File: config.mk
export PLATFORM = sky130hd
export DESIGN_NAME = swarm_aggregation_motion_fsm_unit
export DESIGN_NICKNAME = d
export VERILOG_FILES = /design/src/samf_pkg.sv /design/src/swarm_aggregation_motion_fsm_unit.sv /design/src/samf_cfg_regs.sv /design/src/samf_decide.sv
export VERILOG_INCLUDE_DIRS = /design/src /design/src/src
export SDC_FILE = /design/constraint.sdc
export NUM_CORES = 1
export LEC_CHECK = 0
export BUFFER_PORTS_ARGS = -buffer_cell sky130_fd_sc_hd__buf_4
export CAP_MARGIN = 30
export CORE_MARGIN = 8
export CORE_UTILIZATION = 40
export CTS_BUF_LIST = sky130_fd_sc_hd__clkbuf_8
export DETAILED_ROUTE_END_ITERATION = 10
export PLACE_DENSITY_LB_ADDON = 0.08
export SLEW_MARGIN = 20
export SYNTH_ARGS = -nofsm -noshare
export SYNTH_HDL_FRONTEND = slang
export SYNTH_HIERARCHICAL = 1
export SYNTH_SLANG_ARGS = --single-unit
File: constraint.sdc
create_clock -name clk -period 5 [get_ports clk]
set_input_delay 0.5 -clock clk [delete_from_list [all_inputs] [get_ports clk]]
set_output_delay 0.5 -clock clk [all_outputs]
set_load 0.01 [all_outputs]
File: src/swarm_aggregation_motion_fsm_unit_assert.svh
// Assertion macros for the swarm aggregation motion controller.
`ifndef SWARM_AGGREGATION_MOTION_FSM_UNIT_ASSERT_SVH
`define SWARM_AGGREGATION_MOTION_FSM_UNIT_ASSERT_SVH

// Same-cycle implication, checked at every rising edge out of reset.
`define SAMF_ASSERT_IMP(lbl, ante, cons) \
  lbl: assert property (@(posedge clk) disable iff (!rst_n) (ante) |-> (cons)) \
    else $error("samf: same-cycle check failed");

// Next-cycle implication, checked at every rising edge out of reset.
`define SAMF_ASSERT_NXT(lbl, ante, cons) \
  lbl: assert property (@(posedge clk) disable iff (!rst_n) (ante) |=> (cons)) \
    else $error("samf: next-cycle check failed");

`endif

File: src/samf_pkg.sv
// Shared types and constants of the swarm aggregation motion controller.
package samf_pkg;

  localparam int unsigned CFG_IDX_W = 3;

  localparam logic [CFG_IDX_W-1:0] CFG_DECIDE_PERIOD   = 3'd0;
  localparam logic [CFG_IDX_W-1:0] CFG_STOP_DISTANCE   = 3'd1;
  localparam logic [CFG_IDX_W-1:0] CFG_TURN_LEFT       = 3'd2;
  localparam logic [CFG_IDX_W-1:0] CFG_TURN_RIGHT      = 3'd3;
  localparam logic [CFG_IDX_W-1:0] CFG_STRAIGHT_LEFT   = 3'd4;
  localparam logic [CFG_IDX_W-1:0] CFG_STRAIGHT_RIGHT  = 3'd5;

  localparam logic [7:0] DECIDE_PERIOD_RST = 8'd32;
  localparam logic [7:0] STOP_DISTANCE_RST = 8'd40;

  localparam logic ACT_TICK    = 1'b0;
  localparam logic ACT_MESSAGE = 1'b1;

  typedef enum logic [1:0] {
    MOT_STOP     = 2'd0,
    MOT_STRAIGHT = 2'd1,
    MOT_LEFT     = 2'd2,
    MOT_RIGHT    = 2'd3
  } motion_t;

  typedef enum logic [1:0] {
    PH_SEARCH   = 2'd0,
    PH_CONVERGE = 2'd1,
    PH_SLEEP    = 2'd2
  } phase_t;

  typedef struct packed {
    logic [7:0] decide_period;
    logic [7:0] stop_distance;
    logic [7:0] turn_left_speed;
    logic [7:0] turn_right_speed;
    logic [7:0] straight_left_speed;
    logic [7:0] straight_right_speed;
  } cfg_t;

  // Elapsed ticks since the last decision never exceed 255 between items.
  typedef struct packed {
    phase_t     phase;
    motion_t    motion;
    logic [7:0] elapsed;
    logic       msg_seen;
    logic       latest_vld;
    logic [7:0] latest;
    logic       prev_vld;
    logic [7:0] prev;
    logic [7:0] drive_left;
    logic [7:0] drive_right;
  } state_t;

  typedef struct packed {
    motion_t    motion;
    logic [7:0] left_drive;
    logic [7:0] right_drive;
    logic       spinup;
    phase_t     phase;
  } res_t;

endpackage

File: src/swarm_aggregation_motion_fsm_unit.sv
// Top level of the swarm aggregation motion controller.
//
// Usage:
//   Input channel (in_valid / in_stall): one beat is either a clock tick
//   (in_action = 0) or a received message with its distance (in_action = 1),
//   together with two fresh random bits. Every beat yields exactly one
//   result beat on the output channel (out_valid / out_stall) with the
//   current motion, applied motor drives, spin-up pulse and phase.
//   Configuration channel (cfg_valid / cfg_ready): cfg_ready is always high;
//   write only while no beat is in flight. Unknown indexes are dropped.
// Path: an accepted input beat is held in the input register, decided
//   combinationally and loaded into the result register, which drives
//   out_valid.
// Throughput: one beat per cycle while out_stall is low, set by the
//   single registered decision pass between the input and result registers.
// Reset (rst_n low, synchronous): phase searching, motion stop, drives zero,
//   no distance held, tick count zero, registers at their defaults, both
//   pipeline stages empty.
// Receiver stall: the result register holds; the input register still
//   fills once, then in_stall rises until the result beat is taken.
module swarm_aggregation_motion_fsm_unit (
  input  logic                           clk,
  input  logic                           rst_n,
  input  logic                           in_valid,
  output logic                           in_stall,
  input  logic                           in_action,
  input  logic [7:0]                     in_distance,
  input  logic [1:0]                     in_random_bits,
  output logic                           out_valid,
  input  logic                           out_stall,
  output logic [1:0]                     out_motion,
  output logic [7:0]                     out_left_drive,
  output logic [7:0]                     out_right_drive,
  output logic                           out_spinup,
  output logic [1:0]                     out_phase_out,
  input  logic                           cfg_valid,
  output logic                           cfg_ready,
  input  logic [samf_pkg::CFG_IDX_W-1:0] cfg_index,
  input  logic [7:0]                     cfg_data
);
  import samf_pkg::*;

  `include "swarm_aggregation_motion_fsm_unit_assert.svh"

  cfg_t       cfg;

  // Input stage
  logic       in_v_r;
  logic       in_action_r;
  logic [7:0] in_distance_r;
  logic [1:0] in_random_bits_r;
  logic       in_load;

  // Controller state
  state_t     st_r;
  state_t     st_nxt;

  // Result stage
  logic       out_v_r;
  res_t       out_res_r;
  res_t       res_nxt;
  logic       out_load;

  // Result register flags used by the checks below
  logic       res_stop;
  logic       res_sleep;
  logic       res_no_drive;

  assign cfg_ready = 1'b1;

  samf_cfg_regs u_cfg (
    .clk     (clk),
    .rst_n   (rst_n),
    .wr_en   (cfg_valid && cfg_ready),
    .wr_idx  (cfg_index),
    .wr_data (cfg_data),
    .cfg_o   (cfg)
  );

  samf_decide u_decide (
    .cfg_i         (cfg),
    .st_i          (st_r),
    .action_i      (in_action_r),
    .distance_i    (in_distance_r),
    .random_bits_i (in_random_bits_r),
    .st_o          (st_nxt),
    .res_o         (res_nxt)
  );

  // Advance the held beat when the result register is empty or being drained.
  assign out_load = in_v_r && (!out_v_r || !out_stall);
  // Take a new beat when the input register is empty or moving on this cycle.
  assign in_stall = in_v_r && !out_load;
  assign in_load  = in_valid && !in_stall;

  always_ff @(posedge clk) begin
    if (!rst_n) begin
      in_v_r <= 1'b0;
    end else if (!in_stall) begin
      in_v_r <= in_valid;
    end
  end

  always_ff @(posedge clk) begin
    if (in_load) begin
      in_action_r      <= in_action;
      in_distance_r    <= in_distance;
      in_random_bits_r <= in_random_bits;
    end
  end

  // Commit controller state only when the beat's result is loaded.
  always_ff @(posedge clk) begin
    if (!rst_n) begin
      st_r.phase       <= PH_SEARCH;
      st_r.motion      <= MOT_STOP;
      st_r.elapsed     <= 8'd0;
      st_r.msg_seen    <= 1'b0;
      st_r.latest_vld  <= 1'b0;
      st_r.latest      <= 8'd0;
      st_r.prev_vld    <= 1'b0;
      st_r.prev        <= 8'd0;
      st_r.drive_left  <= 8'd0;
      st_r.drive_right <= 8'd0;
    end else if (out_load) begin
      st_r <= st_nxt;
    end
  end

  always_ff @(posedge clk) begin
    if (!rst_n) begin
      out_v_r <= 1'b0;
    end else if (!out_v_r || !out_stall) begin
      out_v_r <= in_v_r;
    end
  end

  always_ff @(posedge clk) begin
    if (out_load) begin
      out_res_r <= res_nxt;
    end
  end

  assign out_valid       = out_v_r;
  assign out_motion      = 2'(out_res_r.motion);
  assign out_left_drive  = out_res_r.left_drive;
  assign out_right_drive = out_res_r.right_drive;
  assign out_spinup      = out_res_r.spinup;
  assign out_phase_out   = 2'(out_res_r.phase);

  assign res_stop     = (out_res_r.motion == MOT_STOP);
  assign res_sleep    = (out_res_r.phase == PH_SLEEP);
  assign res_no_drive = (out_res_r.left_drive == 8'd0) && (out_res_r.right_drive == 8'd0);

  // Spin-up only accompanies a moving motion.
  `SAMF_ASSERT_IMP(a_spin_moving, out_v_r && out_res_r.spinup, !res_stop)
  // Sleeping always keeps the robot stopped.
  `SAMF_ASSERT_IMP(a_sleep_stopped, out_v_r && res_sleep, res_stop)
  // A stopped robot applies no drive.
  `SAMF_ASSERT_IMP(a_stop_no_drive, out_v_r && res_stop, res_no_drive)
  // A decided beat shows up in the result register on the next cycle.
  `SAMF_ASSERT_NXT(a_load_shows, out_load, out_v_r)

endmodule

File: src/samf_cfg_regs.sv
// Configuration register file of the motion controller.
module samf_cfg_regs (
  input  logic                          clk,
  input  logic                          rst_n,
  input  logic                          wr_en,
  input  logic [samf_pkg::CFG_IDX_W-1:0] wr_idx,
  input  logic [7:0]                    wr_data,
  output samf_pkg::cfg_t                cfg_o
);
  import samf_pkg::*;

  cfg_t cfg_r;
  cfg_t cfg_nxt;

  always_comb begin
    cfg_nxt = cfg_r;
    if (wr_en) begin
      case (wr_idx)
        CFG_DECIDE_PERIOD:  cfg_nxt.decide_period        = wr_data;
        CFG_STOP_DISTANCE:  cfg_nxt.stop_distance        = wr_data;
        CFG_TURN_LEFT:      cfg_nxt.turn_left_speed      = wr_data;
        CFG_TURN_RIGHT:     cfg_nxt.turn_right_speed     = wr_data;
        CFG_STRAIGHT_LEFT:  cfg_nxt.straight_left_speed  = wr_data;
        CFG_STRAIGHT_RIGHT: cfg_nxt.straight_right_speed = wr_data;
        default:            cfg_nxt = cfg_r;
      endcase
    end
  end

  always_ff @(posedge clk) begin
    if (!rst_n) begin
      cfg_r.decide_period        <= DECIDE_PERIOD_RST;
      cfg_r.stop_distance        <= STOP_DISTANCE_RST;
      cfg_r.turn_left_speed      <= 8'd0;
      cfg_r.turn_right_speed     <= 8'd0;
      cfg_r.straight_left_speed  <= 8'd0;
      cfg_r.straight_right_speed <= 8'd0;
    end else begin
      cfg_r <= cfg_nxt;
    end
  end

  assign cfg_o = cfg_r;

endmodule

File: src/samf_decide.sv
// Per-item decision logic: phase transitions, motion choice and drive update.
module samf_decide (
  input  samf_pkg::cfg_t   cfg_i,
  input  samf_pkg::state_t st_i,
  input  logic             action_i,
  input  logic [7:0]       distance_i,
  input  logic [1:0]       random_bits_i,
  output samf_pkg::state_t st_o,
  output samf_pkg::res_t   res_o
);
  import samf_pkg::*;

  logic [8:0] elapsed_inc;
  logic       decide;
  logic       at_stop;
  logic       grew;

  phase_t     phase_nxt;
  logic [7:0] elapsed_nxt;
  logic       msg_seen_nxt;
  logic       latest_vld_nxt;
  logic [7:0] latest_nxt;
  logic       prev_vld_nxt;
  logic [7:0] prev_nxt;
  logic       apply_en;
  motion_t    tgt_motion;

  motion_t    motion_nxt;
  logic [7:0] drive_left_nxt;
  logic [7:0] drive_right_nxt;
  logic       spin;

  assign elapsed_inc = {1'b0, st_i.elapsed} + 9'd1;
  assign decide      = (action_i == ACT_TICK) && (elapsed_inc > {1'b0, cfg_i.decide_period});
  // No distance counts as at or below the stop distance.
  assign at_stop     = !st_i.latest_vld || (st_i.latest <= cfg_i.stop_distance);
  assign grew        = st_i.latest_vld && (!st_i.prev_vld || (st_i.latest > st_i.prev));

  // Next phase and the motion that the phase asks for.
  always_comb begin
    phase_nxt      = st_i.phase;
    elapsed_nxt    = st_i.elapsed;
    msg_seen_nxt   = st_i.msg_seen;
    latest_vld_nxt = st_i.latest_vld;
    latest_nxt     = st_i.latest;
    prev_vld_nxt   = st_i.prev_vld;
    prev_nxt       = st_i.prev;
    apply_en       = 1'b0;
    tgt_motion     = st_i.motion;

    if (action_i == ACT_MESSAGE) begin
      msg_seen_nxt   = 1'b1;
      latest_vld_nxt = 1'b1;
      latest_nxt     = distance_i;
    end else if (!decide) begin
      elapsed_nxt = elapsed_inc[7:0];
    end else begin
      elapsed_nxt = 8'd0;
      case (st_i.phase)
        PH_SEARCH: begin
          apply_en = 1'b1;
          if (st_i.msg_seen) begin
            msg_seen_nxt = 1'b0;
            phase_nxt    = PH_CONVERGE;
            tgt_motion   = MOT_STRAIGHT;
            prev_vld_nxt = st_i.latest_vld;
            prev_nxt     = st_i.latest;
          end else if (random_bits_i == 2'd1) begin
            tgt_motion = MOT_LEFT;
          end else if (random_bits_i == 2'd2) begin
            tgt_motion = MOT_RIGHT;
          end else begin
            tgt_motion = MOT_STRAIGHT;
          end
        end
        PH_CONVERGE: begin
          if (at_stop) begin
            phase_nxt  = PH_SLEEP;
            apply_en   = 1'b1;
            tgt_motion = MOT_STOP;
          end else begin
            if (grew) begin
              apply_en = 1'b1;
              if (st_i.motion == MOT_RIGHT) begin
                tgt_motion = MOT_LEFT;
              end else if (st_i.motion == MOT_LEFT) begin
                tgt_motion = MOT_RIGHT;
              end else begin
                tgt_motion = random_bits_i[0] ? MOT_RIGHT : MOT_LEFT;
              end
            end
            prev_vld_nxt = st_i.latest_vld;
            prev_nxt     = st_i.latest;
          end
        end
        default: begin
          apply_en   = 1'b1;
          tgt_motion = MOT_STOP;
        end
      endcase
    end
  end

  // Reload drives only on a real motion change; raise spin-up for moving motions.
  always_comb begin
    motion_nxt      = st_i.motion;
    drive_left_nxt  = st_i.drive_left;
    drive_right_nxt = st_i.drive_right;
    spin            = 1'b0;
    if (apply_en && (tgt_motion != st_i.motion)) begin
      motion_nxt = tgt_motion;
      case (tgt_motion)
        MOT_LEFT: begin
          spin            = 1'b1;
          drive_left_nxt  = cfg_i.turn_left_speed;
          drive_right_nxt = 8'd0;
        end
        MOT_RIGHT: begin
          spin            = 1'b1;
          drive_left_nxt  = 8'd0;
          drive_right_nxt = cfg_i.turn_right_speed;
        end
        MOT_STRAIGHT: begin
          spin            = 1'b1;
          drive_left_nxt  = cfg_i.straight_left_speed;
          drive_right_nxt = cfg_i.straight_right_speed;
        end
        default: begin
          drive_left_nxt  = 8'd0;
          drive_right_nxt = 8'd0;
        end
      endcase
    end
  end

  always_comb begin
    st_o.phase       = phase_nxt;
    st_o.motion      = motion_nxt;
    st_o.elapsed     = elapsed_nxt;
    st_o.msg_seen    = msg_seen_nxt;
    st_o.latest_vld  = latest_vld_nxt;
    st_o.latest      = latest_nxt;
    st_o.prev_vld    = prev_vld_nxt;
    st_o.prev        = prev_nxt;
    st_o.drive_left  = drive_left_nxt;
    st_o.drive_right = drive_right_nxt;

    res_o.motion      = motion_nxt;
    res_o.left_drive  = drive_left_nxt;
    res_o.right_drive = drive_right_nxt;
    res_o.spinup      = spin;
    res_o.phase       = phase_nxt;
  end

endmodule

==> results.py, run 1 <==
metrics = {
    "synth": {
        "synth.area.mux_share_pct": 20.1,
        "synth_nets": 747,
        "synth-xor-area-share_pct": 1.42,
        "synth-main-ff-cell": "dfxtp_1",
        "synth_top_family_by_area": "multiplexers",
        "synthSimpleGateAreaFrac_pct": 14.9,
        "synthArstFlopShare_pct": 0,
        "syn_area_per_cell_um2": 9.83,
        "syn_area_um2": 6780,
        "ys_warn_count": 6,
        "ys_ff_latch": 129,
        "synth_edf_count": 32,
        "synth_compound_area_share_pct": 7.43,
        "synthCells": 690,
        "synth-seq-area-share_pct": 42.8,
        "synthAdderAreaFrac_pct": 5.53,
        "yosysUniqueCellTypes": 56,
    },
    "floorplanning": {
        "io_pins": 51,
        "dieWidth_um": 146,
        "core_area_um2": 16600,
        "die_area_um2": 21400,
        "die_y_um": 146,
        "rows": 47,
        "start_util_pct": 40.9,
    },
    "setup_path": {
        "reg2regPathDepth": 17,
        "ff2ff_setup_slack_ns": 0.71,
        "end_kind": "flop",
        "start_kind": "flop",
        "reg2reg_from": "st_r[35]",
        "rr_endpoint": "st_r[14]",
        "arrival_ns": 4.66,
        "cp_max_fo": 16,
        "critPathRequiredTime_ns": 5.37,
        "crit_type": "reg -> reg",
    },
    "global_route": {
        "grt_antenna_before_repair": 0,
        "grt_pass1_vias": 4620,
        "grt_overflow": 0,
        "track_usage_pct": 13.8,
        "grt_max_degree": 106,
        "grt_pass1_wl_mm": 23.6,
    },
    "clock_network": {
        "cts_tree": "done",
        "root_buffer": "clkbuf_8",
        "clk_latency_ns": 0.44,
        "postCtsSetupBuffers": 0,
        "hold_buffers": 0,
        "h-tree-depth": 4,
        "cts_sinks": 129,
        "cts-resized-gates": 0,
        "clk_pin_slew_ns": 0.08,
        "clk_path_buf_depth": 2,
        "numCtsBuffers": 17,
    },
    "route": {
        "met3_length_um": 551,
        "dr.first_iter.drc_count": 180,
        "wl_met2_mm": 7.03,
        "vias": 4669,
        "totalWireLength_mm": 14.3,
        "ant_nets": 0,
        "dr.pass1.iters": 4,
        "met1Wirelength_mm": 6.63,
        "avgViaCountPerCell": 5.00,
        "routed.top_layer": "met4",
        "drc": 0,
        "wl_per_cell_um": 15.4,
    },
    "sta": {
        "finalSetupViolCount": 0,
        "fmax_ghz": 0.233,
        "worst_clock_skew_ns": 0.0128,
        "hold_viol_final": 0,
        "finalMaxSlewViolations": 0,
        "period_share_pct": 85.9,
        "tightestPinTransition_ns": 0.801,
        "tns_ns": 0,
        "min_period_ns": 4.29,
        "fin_hold_ws_ns": 0.233,
        "max_slew_margin_pct": 45.9,
        "rsz0062_at_grt": "no",
    },
    "power_and_ir_drop": {
        "cellLeakagePower_nw": 3.01,
        "p_total_mw": 2.09,
        "cellPowerDensity_nw_per_um2": 280,
        "ir_drop_mv": 0.191,
    },
    "finish": {
        "area_growth_syn_to_layout_pct": 9.89,
        "mostFrequentLayoutCells": "162 x nand2_1, 98 x mux2i_1, 97 x dfxtp_1",
        "fillers": 1602,
        "seq_area_um2": 2900,
        "final_common_cell": "nand2_1",
        "drive_gt1_share_pct": 18.0,
        "stdcell_count": 933,
        "multi_input_area_um2": 3370,
        "layout.nets": 757,
        "n_antenna_cell": 0,
    },
    "placement": {
        "dp.final_hpwl_mm": 10.0,
        "dp.cells": 899,
        "gp_congestion": 0.798,
        "io_buffers": 49,
    },
    "min_path": {
        "hold_path_end": "in_distance_r[4]",
        "hp-start": "in_distance[4]",
        "min_path_cells": 1,
        "hold_class": "in -> reg",
    },
    "run": {
        "max_cap_viol_count": 0,
    },
    "status": {
        "status": "finished, final reports clean",
    },
}
-- metrics by stage --
| stage | utilization [%] | cell area, µm² | setup WS [ns] |
|---|---|---|---|
| 6_report | 44.9 | 7450 | 0.706 |
| 3_3_place_gp | 42.6 | 7070 | 0.840 |
| 3_5_place_dp | 42.6 | 7070 | 0.681 |
| 2_1_floorplan | - | 6780 | 1.04 |
| 5_1_grt | 44.9 | 7450 | 0.253 |
| 4_1_cts | 44.8 | 7430 | 0.658 |
-- power by group --
part | internal (mW) | switching (mW)
Combinational | 0.0708 | 0.0933
Sequential | 1.09 | 0.0181
Clock | 0.383 | 0.430
Total | 1.55 | 0.542
-- cells in the mapped netlist, types with 10 or more instances --
| master | instances | area (µm²) |
|---|---|---|
| inv_1 | 28 | 105 |
| nor2_1 | 21 | 78.8 |
| clkbuf_1 | 18 | 67.6 |
| a22o_1 | 10 | 87.6 |
| a21oi_1 | 10 | 50.1 |
| nor2b_1 | 19 | 119 |
| nand2_1 | 162 | 608 |
| buf_4 | 27 | 203 |
| mux2_2 | 22 | 248 |
| edfxtp_1 | 32 | 961 |
| ha_1 | 30 | 375 |
| buf_2 | 11 | 55.1 |
| mux2i_1 | 98 | 981 |
| dfxtp_1 | 97 | 1940 |
| a22oi_1 | 10 | 75.1 |
-- worst max path at each step --
stage,end,from,depth (start not counted),slack [ns]
floorplan,st_r[13],st_r[37],20,1.04
global placement,st_r[9],st_r[35],17,0.84
detailed placement,st_r[9],st_r[35],17,0.68
CTS,st_r[15],st_r[35],17,0.66
global route,st_r[11],st_r[35],17,0.25
finish,st_r[14],st_r[35],17,0.71
-- critical path: stages (launching register included) --
cell and delay (ns):
dfxtp_1 0.41, ha_1 0.23, nand3_1 0.15, nor2_1 0.32, xor2_1 0.12, ha_1 0.31
and3_1 0.19, a221oi_1 0.08, a21oi_1 0.28, o21bai_1 0.18, buf_4 0.19, o32ai_1 0.41
ha_1 0.67, a22oi_1 0.19, nor2b_1 0.15, mux2_4 0.16, nand2_1 0.04, mux2i_1 0.14
-- metal layers --
| metal | GRT usage (%) | vias up |
|---|---|---|
| li1 | - | 2365 |
| met2 | 22.9 | 65 |
| met5 | 0 | - |
| met3 | 4.33 | 7 |
| met1 | 16.6 | 2232 |
| met4 | 4.48 | 0 |
-- final cells by class --
type / count / share of cell area [%]
clock inverter: 12 / 1.09
timing repair buffer: 56 / 5.98
sequential: 129 / 38.9
multi-input combinational: 468 / 45.2
tap: 220 / 3.69
inverter: 28 / 1.41
clock buffer: 20 / 3.69
-- registers in the layout, summed over array words and instances, names as in the netlist --
| register | cells |
|---|---|
| in_action_r | 1 |
| in_distance_r | 8 |
| in_random_bits_r | 2 |
| in_v_r | 1 |
| out_left_drive | 8 |
| out_motion | 2 |
| out_phase_out | 2 |
| out_right_drive | 8 |
| out_spinup | 1 |
| out_valid | 1 |
| st_r | 47 |
| u_cfg/cfg_o | 48 |
-- kinds of logic (layout without fill, tap and decap cells) --
family	after synthesis	count (layout)
AO/OA/AOI/OAI	66	66
XOR/XNOR	11	11
adder cells (fa/ha/maj)	30	30
buffers and inverters	93	116
flip-flops	129	129
multiplexers	129	129
other	1	1
AND/OR/NAND/NOR	231	231
Note: power is estimated with default switching activity, not from simulation.
==> inputs of run 2 (changes only) <==
Clock period 5 ns to 5.5 ns, I/O delays scaled along.
==> run 2 against run 1 <==
Effect of this change:
- routed wire length grew 2.7%
- non-clock buffer count shrank 1
- first-iteration DRC count grew 22%
- critical path depth is the same
- critical path type unchanged
- critical endpoint unchanged
- largest power group unchanged
==> results.py, run 2 (synthesis results as in run 1) <==
metrics = {
    "finish": {
        "layout.nets": 756,
        "stdcell_count": 932,
        "final_common_cell": "nand2_1",
        "drive_gt1_share_pct": 17.7,
        "mostFrequentLayoutCells": "162 x nand2_1, 98 x mux2i_1, 97 x dfxtp_1",
        "seq_area_um2": 2900,
        "fillers": 1588,
        "final_area_um2": 7470,
        "multi_input_area_um2": 3370,
        "area_growth_syn_to_layout_pct": 10.2,
        "largest_reg_flops": 48,
        "n_antenna_cell": 0,
    },
    "global_route": {
        "grt_pass1_vias": 4730,
        "grt_max_degree": 102,
        "grt_overflow": 0,
        "track_usage_pct": 13.9,
        "grt_pass1_wl_mm": 23.7,
        "grt_antenna_before_repair": 0,
    },
    "floorplanning": {
        "dieWidth_um": 146,
        "die_area_um2": 21400,
        "die_y_um": 146,
        "io_pins": 51,
        "rows": 47,
        "start_util_pct": 40.9,
        "core_area_um2": 16600,
    },
    "sta": {
        "min_period_ns": 4.55,
        "period_share_pct": 82.7,
        "max_slew_margin_pct": 43.2,
        "hold_viol_final": 0,
        "rsz0062_at_grt": "no",
        "tns_ns": 0,
        "finalSetupViolCount": 0,
        "fmax_ghz": 0.220,
        "finalMaxSlewViolations": 0,
        "tightestPinTransition_ns": 0.841,
        "worst_clock_skew_ns": 0.0129,
    },
    "power_and_ir_drop": {
        "switching_power_mw": 0.492,
        "cellPowerDensity_nw_per_um2": 260,
        "p_int_mw": 1.46,
        "seqPwrFrac_pct": 51.9,
        "combPwrFrac_pct": 7.7,
        "clkPwrFrac_pct": 40.4,
        "swShare_pct": 25.3,
        "cellLeakagePower_nw": 3.01,
        "ir_drop_mv": 0.144,
    },
    "status": {
        "status": "finished, final reports clean",
    },
    "setup_path": {
        "arrival_ns": 4.92,
        "crit_type": "reg -> reg",
        "critPathRequiredTime_ns": 5.88,
        "cpPeakStageDelay_ns": 0.67,
        "worst_path_max_delay_cell": "ha_1",
        "reg2regPathDepth": 17,
        "cp_max_fo": 16,
        "worstPathCellList": "ha_1 -> nand3_1 -> nor2_1 -> xor2_1 -> ha_1 -> and3_1 -> a221oi_1 -> a21oi_1 -> o21bai_1 -> a21oi_1 -> o32ai_1 -> ha_1 -> a22oi_1 -> nor2b_1 -> mux2_4 -> nand2_1 -> mux2i_1",
        "end_kind": "flop",
        "start_kind": "flop",
        "cp_common_cell": "ha_1",
    },
    "clock_network": {
        "cts_tree": "done",
        "cts-resized-gates": 0,
        "cts_sinks": 129,
        "clk_path_buf_depth": 2,
        "postCtsSetupBuffers": 0,
        "clk_pin_slew_ns": 0.07,
        "hold_buffers": 0,
        "clk_latency_ns": 0.45,
        "h-tree-depth": 4,
        "root_buffer": "clkbuf_8",
        "numCtsBuffers": 17,
    },
    "route": {
        "dr.first_iter.drc_count": 219,
        "vias": 4690,
        "ant_nets": 0,
        "totalWireLength_mm": 14.7,
        "met1Wirelength_mm": 6.74,
        "drc": 0,
        "avgViaCountPerCell": 5.03,
        "met3_length_um": 549,
        "wl_per_cell_um": 15.8,
        "routed.top_layer": "met4",
        "wl_met2_mm": 7.20,
        "dr.pass1.iters": 4,
    },
    "min_path": {
        "hold_class": "in -> reg",
        "min_path_cells": 1,
    },
    "placement": {
        "dp.final_hpwl_mm": 10.3,
        "dp.cells": 898,
        "dpl_cell_area_um2": 7070,
        "gp_congestion": 0.784,
        "io_buffers": 49,
    },
    "run": {
        "max_cap_viol_count": 0,
    },
}
-- run 2: cell types whose count changed in the layout (fill, tap and decap cells not counted), sizes merged --
cell      before  now
bufinv         0    2
clkbuf        21   17
clkinv         4    5
clkinvlp       2    4
inv           34   32
-- run 2: per-layer routing --
layer	up-vias	GRT usage (%)
met5	-	0
met4	0	5.98
li1	2371	-
met2	68	23.5
met3	20	3.74
met1	2231	16.4
-- run 2: worst paths after layout --
check | startpoint | end | slack [ns]
max | st_r[35] | st_r[14] | 0.95
min | in_distance[1] | in_distance_r[1] | 0.27
max reg2reg | st_r[35] | st_r[14] | 0.95
min reg2reg | st_r[15] | st_r[15] | 0.46
-- run 2: through the flow --
stage	setup slack [ns]	power (mW)	util (%)	hold slack, ns
after global routing	0.456	2.03	45.1	0.236
after floorplan	1.54	1.13	-	0.432
after CTS	0.888	1.98	44.9	0.236
final	0.954	1.95	45.1	0.274
after detailed placement	0.915	1.18	42.6	0.447
after global placement	1.16	1.18	42.5	0.439
-- run 2: area by class of cell --
type	count	area share, %
clock inverter	15	1.93
clock buffer	17	3.13
tap	220	3.68
multi-input combinational	468	45.1
sequential	129	38.8
timing repair buffer	55	5.96
inverter	28	1.41
-- run 2: power groups by stage --
stage	sequential (mW)	combinational [mW]	clock, mW
final	1.01	0.150	0.787
after global routing	1.01	0.165	0.856
after CTS	1.01	0.150	0.816
after detailed placement	1.03	0.150	0
after global placement	1.03	0.146	0
after floorplan	1.03	0.103	0
-- run 2: critical path, delay by kind of cell (launching register included) --
kind / cells / cell delay (ns)
flip-flops: 1 / 0.42
adder cells (fa/ha/maj): 3 / 1.17
XOR/XNOR: 1 / 0.18
multiplexers: 2 / 0.30
AND/OR/NAND/NOR: 5 / 0.86
AO/OA/AOI/OAI: 6 / 1.54
